## src/hw/rtl/toy_risc_execute_with_cost_model_unit_macros.svh

```systemverilog
// Assertion macros shared by the toy RISC execute unit.
// Every macro samples on clk_i and is switched off while rst_ni is low.
`ifndef TOY_RISC_EXECUTE_WITH_COST_MODEL_UNIT_MACROS_SVH
`define TOY_RISC_EXECUTE_WITH_COST_MODEL_UNIT_MACROS_SVH

// Plain property, checked at every rising clock edge out of reset.
`define TRCE_ASSERT(lbl, prop, msg) \
  lbl: assert property (@(posedge clk_i) disable iff (!rst_ni) prop) else $error(msg);

// Condition in one cycle implies a consequence in the next one.
`define TRCE_ASSERT_NEXT(lbl, pre, post, msg) \
  lbl: assert property (@(posedge clk_i) disable iff (!rst_ni) (pre) |=> (post)) else $error(msg);

`endif

```

## src/hw/rtl/trce_pkg.sv

```systemverilog
// Shared types, constants and helpers of the toy RISC execute unit.
// Used by trce_front, trce_back and the top level; depends on nothing.
`timescale 1ns / 1ps

package trce_pkg;

  localparam int unsigned MEM_WORDS_DEF = 256;
  localparam int unsigned NUM_REGS_DEF  = 6;

  localparam int unsigned DATA_W   = 32;
  localparam int unsigned REG_W    = 3;
  localparam int unsigned LABEL_W  = 16;
  localparam int unsigned COST_W   = 8;
  localparam int unsigned CFG_IDX_W = 2;

  // Two-entry queue between front and back.
  localparam int unsigned QDEPTH = 2;
  localparam int unsigned QPTR_W = $clog2(QDEPTH);
  localparam int unsigned QCNT_W = $clog2(QDEPTH + 1);

  localparam logic [COST_W-1:0] HIT_CYCLES_RST  = 8'd3;
  localparam logic [COST_W-1:0] MISS_CYCLES_RST = 8'd50;
  localparam logic [DATA_W-1:0] MARKER_RST      = 32'd128;
  localparam logic [COST_W-1:0] BASE_COST       = 8'd1;
  localparam logic [COST_W-1:0] CMP_COST        = 8'd2;

  typedef enum logic [2:0] {
    OP_MOV     = 3'd0,
    OP_ADD_REG = 3'd1,
    OP_ADD_IMM = 3'd2,
    OP_CMP     = 3'd3,
    OP_JMP     = 3'd4,
    OP_JE      = 3'd5,
    OP_LD      = 3'd6,
    OP_ST      = 3'd7
  } op_e;

  typedef enum logic [CFG_IDX_W-1:0] {
    CFG_HIT_CYCLES   = 2'd0,
    CFG_MISS_CYCLES  = 2'd1,
    CFG_EMPTY_MARKER = 2'd2
  } cfg_idx_e;

  typedef struct packed {
    logic [COST_W-1:0] hit_cycles;
    logic [COST_W-1:0] miss_cycles;
    logic [DATA_W-1:0] empty_marker;
  } trce_cfg_t;

  // Decoded instruction as it waits in the queue.
  typedef struct packed {
    op_e                 op;
    logic [REG_W-1:0]    dest;
    logic [REG_W-1:0]    src;
    logic [DATA_W-1:0]   imm;
    logic [LABEL_W-1:0]  label;
    logic                wr_en;
    logic                is_ld;
    logic                is_st;
  } trce_item_t;

  typedef struct packed {
    logic                jump_taken;
    logic [LABEL_W-1:0]  jump_target;
    logic                addr_error;
    logic [DATA_W-1:0]   executed_total;
    logic [DATA_W-1:0]   cycle_total;
    logic [DATA_W-1:0]   hit_total;
    logic [DATA_W-1:0]   ldst_total;
  } trce_res_t;

  function automatic logic [DATA_W-1:0] sat_add(input logic [DATA_W-1:0] a,
                                                input logic [DATA_W-1:0] b);
    logic [DATA_W:0] s;
    s = {1'b0, a} + {1'b0, b};
    return s[DATA_W] ? '1 : s[DATA_W-1:0];
  endfunction

endpackage

```

## src/hw/rtl/trce_front.sv

```systemverilog
// Front end: decodes incoming instructions and holds them in a short queue.
// Depends on trce_pkg.
`timescale 1ns / 1ps

module trce_front #(
  parameter int unsigned NUM_REGS = trce_pkg::NUM_REGS_DEF
) (
  input  logic                          clk_i,
  input  logic                          rst_ni,
  input  logic                          in_valid_i,
  output logic                          in_ready_o,
  input  logic [2:0]                    kind_i,
  input  logic [trce_pkg::REG_W-1:0]    dest_reg_i,
  input  logic [trce_pkg::REG_W-1:0]    src_reg_i,
  input  logic [trce_pkg::DATA_W-1:0]   immediate_i,
  input  logic [trce_pkg::LABEL_W-1:0]  target_label_i,
  input  logic                          pop_i,
  output logic                          head_valid_o,
  output trce_pkg::trce_item_t          head_o
);
  import trce_pkg::*;

  trce_item_t              q_mem [QDEPTH];
  logic [QPTR_W-1:0]       wr_ptr_q, wr_ptr_d;
  logic [QPTR_W-1:0]       rd_ptr_q, rd_ptr_d;
  logic [QCNT_W-1:0]       cnt_q, cnt_d;
  trce_item_t              dec;
  logic                    push;
  logic                    dest_ok;

  always_comb begin
    dec       = '0;
    dec.op    = op_e'(kind_i);
    dec.dest  = dest_reg_i;
    dec.src   = src_reg_i;
    dec.imm   = immediate_i;
    dec.label = target_label_i;
    dest_ok   = 32'(dest_reg_i) < NUM_REGS;
    dec.wr_en = dest_ok && (dec.op inside {OP_MOV, OP_ADD_REG, OP_ADD_IMM, OP_LD});
    dec.is_ld = (dec.op == OP_LD);
    dec.is_st = (dec.op == OP_ST);
  end

  assign in_ready_o   = (cnt_q != QCNT_W'(QDEPTH));
  assign push         = in_valid_i && in_ready_o;
  assign head_valid_o = (cnt_q != '0);
  assign head_o       = q_mem[rd_ptr_q];

  always_comb begin
    wr_ptr_d = push  ? wr_ptr_q + 1'b1 : wr_ptr_q;
    rd_ptr_d = pop_i ? rd_ptr_q + 1'b1 : rd_ptr_q;
    cnt_d    = cnt_q;
    if (push && !pop_i) begin
      cnt_d = cnt_q + 1'b1;
    end else if (pop_i && !push) begin
      cnt_d = cnt_q - 1'b1;
    end
  end

  always_ff @(posedge clk_i or negedge rst_ni) begin
    if (!rst_ni) begin
      wr_ptr_q <= '0;
      rd_ptr_q <= '0;
      cnt_q    <= '0;
    end else begin
      wr_ptr_q <= wr_ptr_d;
      rd_ptr_q <= rd_ptr_d;
      cnt_q    <= cnt_d;
    end
  end

  always_ff @(posedge clk_i) begin
    if (push) begin
      q_mem[wr_ptr_q] <= dec;
    end
  end

endmodule

```

## config.mk

```make
export PLATFORM = sky130hd
export DESIGN_NAME = trce_front
export DESIGN_NICKNAME = d
export VERILOG_FILES = /design/src/hw/rtl/toy_risc_execute_with_cost_model_unit_macros.svh /design/src/hw/rtl/trce_pkg.sv /design/src/hw/rtl/trce_front.sv
export SDC_FILE = /design/constraint.sdc
export NUM_CORES = 1
export LEC_CHECK = 0
export BUFFER_PORTS_ARGS = -buffer_cell sky130_fd_sc_hd__buf_2
export CAP_MARGIN = 40
export CORE_MARGIN = 2
export CORE_UTILIZATION = 30
export CTS_CLUSTER_SIZE = 24
export DETAILED_ROUTE_END_ITERATION = 12
export PLACE_DENSITY = 0.6
export SLEW_MARGIN = 20
export SYNTH_ARGS = -nofsm -noshare
export SYNTH_HDL_FRONTEND = slang
export SYNTH_SLANG_ARGS = --single-unit
export TNS_END_PERCENT = 5
```

## constraint.sdc

```tcl
create_clock -name clk_i -period 4.4 [get_ports clk_i]
set_input_delay 0.22 -clock clk_i [delete_from_list [all_inputs] [get_ports clk_i]]
set_output_delay 0.22 -clock clk_i [all_outputs]
set_load 0.01 [all_outputs]
```

==> flow_summary.toml <==
[layout]
stdcell_count = 631
area_growth_syn_to_layout_pct = 40.82
final_nets = 464
final_area_sq_um = 6837
antennaDiodeCount = 0
layout-drive-gt1-share_pct = 52.77
final_util_pct = 43.19

[timing]
finalSetupViolations = 0
slew_violations = 0
fmax_ghz = 0.4558
hold_viol = 0
setup_ws_ns = 2.206
fin_hold_ws_ns = 0.01129
slew_headroom_pct = 55.33
timing.final.crit_share_pct = 49.86
setup_tns_ns = 0
fin_skew_ns = 0.01549
rsz0062_at_grt = "no"
fin_crit_ns = 2.194
worst_slew_pin_slew_ns = 0.6700

[routing]
wire_per_inst_um = 14.08
drt_wl_total_um = 8887
drc = 0
antenna_left = 0
drt-initial-drc-count = 90
drt-pass1-iter-count = 4
num_vias = 2536
drt-vias-per-instance = 4.019

[grt]
grt_pass1_vias = 2731
grt_max_degree = 45
grt_pass1_wl_um = 14050
grt_usage_pct = 10.91
antenna_found_initial = 0
grt_overflow = 0

[logic_synthesis]
ys_types = 17
synth_top_area_cell = "edfxtp_1"
syn_nets = 272
yosysWarnings = 0
ys_top_cells_by_area = "edfxtp_1, mux2_4, buf_12"
synth_seq_area_share_pct = 76.29
synth_top_area_share_pct = 74.23
ys_seq_elements = 124
syn_avg_cell_area_sq_um = 23.12
syn_area_sq_um = 4855
syn_inst = 210

[worst_hold_path]
hold_path.class = "in -> reg"

[placement]
dp_cells = 544
port_buffers = 122
place_ws_ns = 2.145
placed_cell_area_sq_um = 5639
hpwlAfterDp_um = 5339
gp_congestion = 0.6532

[worst_setup_path]
arrival_ns = 2.23
worstPathMaxFanout = 42
cp.buffers_inverters = 1
end_kind = "flip-flop"
cp_slowest_cell = "buf_4"
crit_required_ns = 4.44
critical_path_class = "reg -> reg"
cpPeakStageDelay_ns = 0.62
crit_family = "simple AND/OR/NAND/NOR gates"
start_kind = "flip-flop"
cp_cell_sequence = "nand2b_1 -> nand2_1 -> nor2_4 -> buf_4"

[clocking]
clkSlewWorstSetupHoldPaths_ns = 0.05
cts_buffer_depth = 2
root_buffer = "clkbuf_16"
clkLatencyLatePin_ns = 0.42
post_cts_buffers = 0
numClockSinks = 124
htreeDepth = 4
cts_tree = "built"
cts_buffers = 17

[power_and_ir_drop]
p_leak_nw = 2.752
powerDensity_nw_per_um2 = 662.3
total_power_mw = 4.528
ir_worst_vdd_mv = 0.3370

[floorplan]
core_sq_um = 15830
num_rows = 46
start_util_pct = 30.67
io_pins = 123
die_h_um = 131.2
die_w_um = 131.2
die-area_sq_um = 17220

[outcome]
status = "complete, no violations"

[job]
maxCapViolCount = 0
[flip-flops by register name, summed over array words and instances (netlist names)]
signal / cells
rd_ptr_q: 1
wr_ptr_q: 1
cnt_q: 2
q_mem: 120
[final cells by class]
class	instances	area, sq um
Multi-Input combinational cell	77	1021
Inverter	2	7.507
Sequential cell	124	3707
Timing Repair Buffer	180	1201
Clock inverter	14	200.2
Clock buffer	18	429.2
Fill cell	1403	8991
Tap cell	216	270.3
[cells in the final DEF (no fill, tap or decap), types with 2 or more instances in the layout]
cell,instances
dfrtp_1,3
mux2_4,59
buf_4,3
clkinv_2,4
clkinv_1,2
nand2_1,2
buf_2,122
clkinvlp_4,3
inv_1,2
edfxtp_1,120
clkbuf_16,17
dlygate4sd3_1,54
xor2_1,3
nor2_1,2
xnor2_1,2
bufinv_16,5
[Yosys cell counts, drive strengths merged]
library cell	instances
or2	1
nand2	2
nand2b	1
nor2b	1
dfrtp	4
xor2	3
and3	2
a221oi	1
ha	1
mux2	60
edfxtp	120
nor2	3
xnor2	2
buf	7
inv	2
[power breakdown]
group / total (mW) / internal [mW] / switching, mW / leakage [nW]
Clock: 1.48 / 0.994 / 0.485 / 0.301
Sequential: 1.72 / 1.62 / 0.100 / 1.16
Combinational: 1.33 / 0.692 / 0.633 / 1.29
[metal layers]
metal / global-route usage, % / vias up / share of wire, %
met3: 4.861 / 14 / 6.3
li1: - / 1213 / -
met5: 0 / - / 0
met2: 18.10 / 87 / 49
met1: 11.95 / 1222 / 42
met4: 5.254 / 0 / 1.9
[worst paths after layout]
| check | slack, ns | to | start | depth (start not counted) |
|---|---|---|---|---|
| setup / recovery | 2.21 | q_mem[0][53] | cnt_q[0] | 4 |
| hold / removal | 0.01 | rd_ptr_q | pop_i | 2 |
| setup reg to reg | 2.21 | q_mem[0][53] | cnt_q[0] | 4 |
| hold reg to reg | 0.48 | cnt_q[1] | cnt_q[1] | 1 |
| max in group asynchronous | 4.11 | rd_ptr_q | rst_ni | 2 |
| min in group asynchronous | 0.14 | cnt_q[0] | rst_ni | 2 |
[cells by family after synthesis]
logic type | count (synthesis) | share of synthesized area [%]
compound gates | 1 | 0.1804
flops | 124 | 76.29
xor+xnor | 5 | 0.9022
buf+inv | 9 | 2.861
simple gates | 10 | 1.031
mux | 60 | 18.48
fa+ha+maj | 1 | 0.2577
[timing repair]
item / CTS / global route
hold endpoints to repair: 109 / 0
hold buffers: 54 / 0
gates resized for setup: 0 / 0
Power figures use the tool's default switching activity.
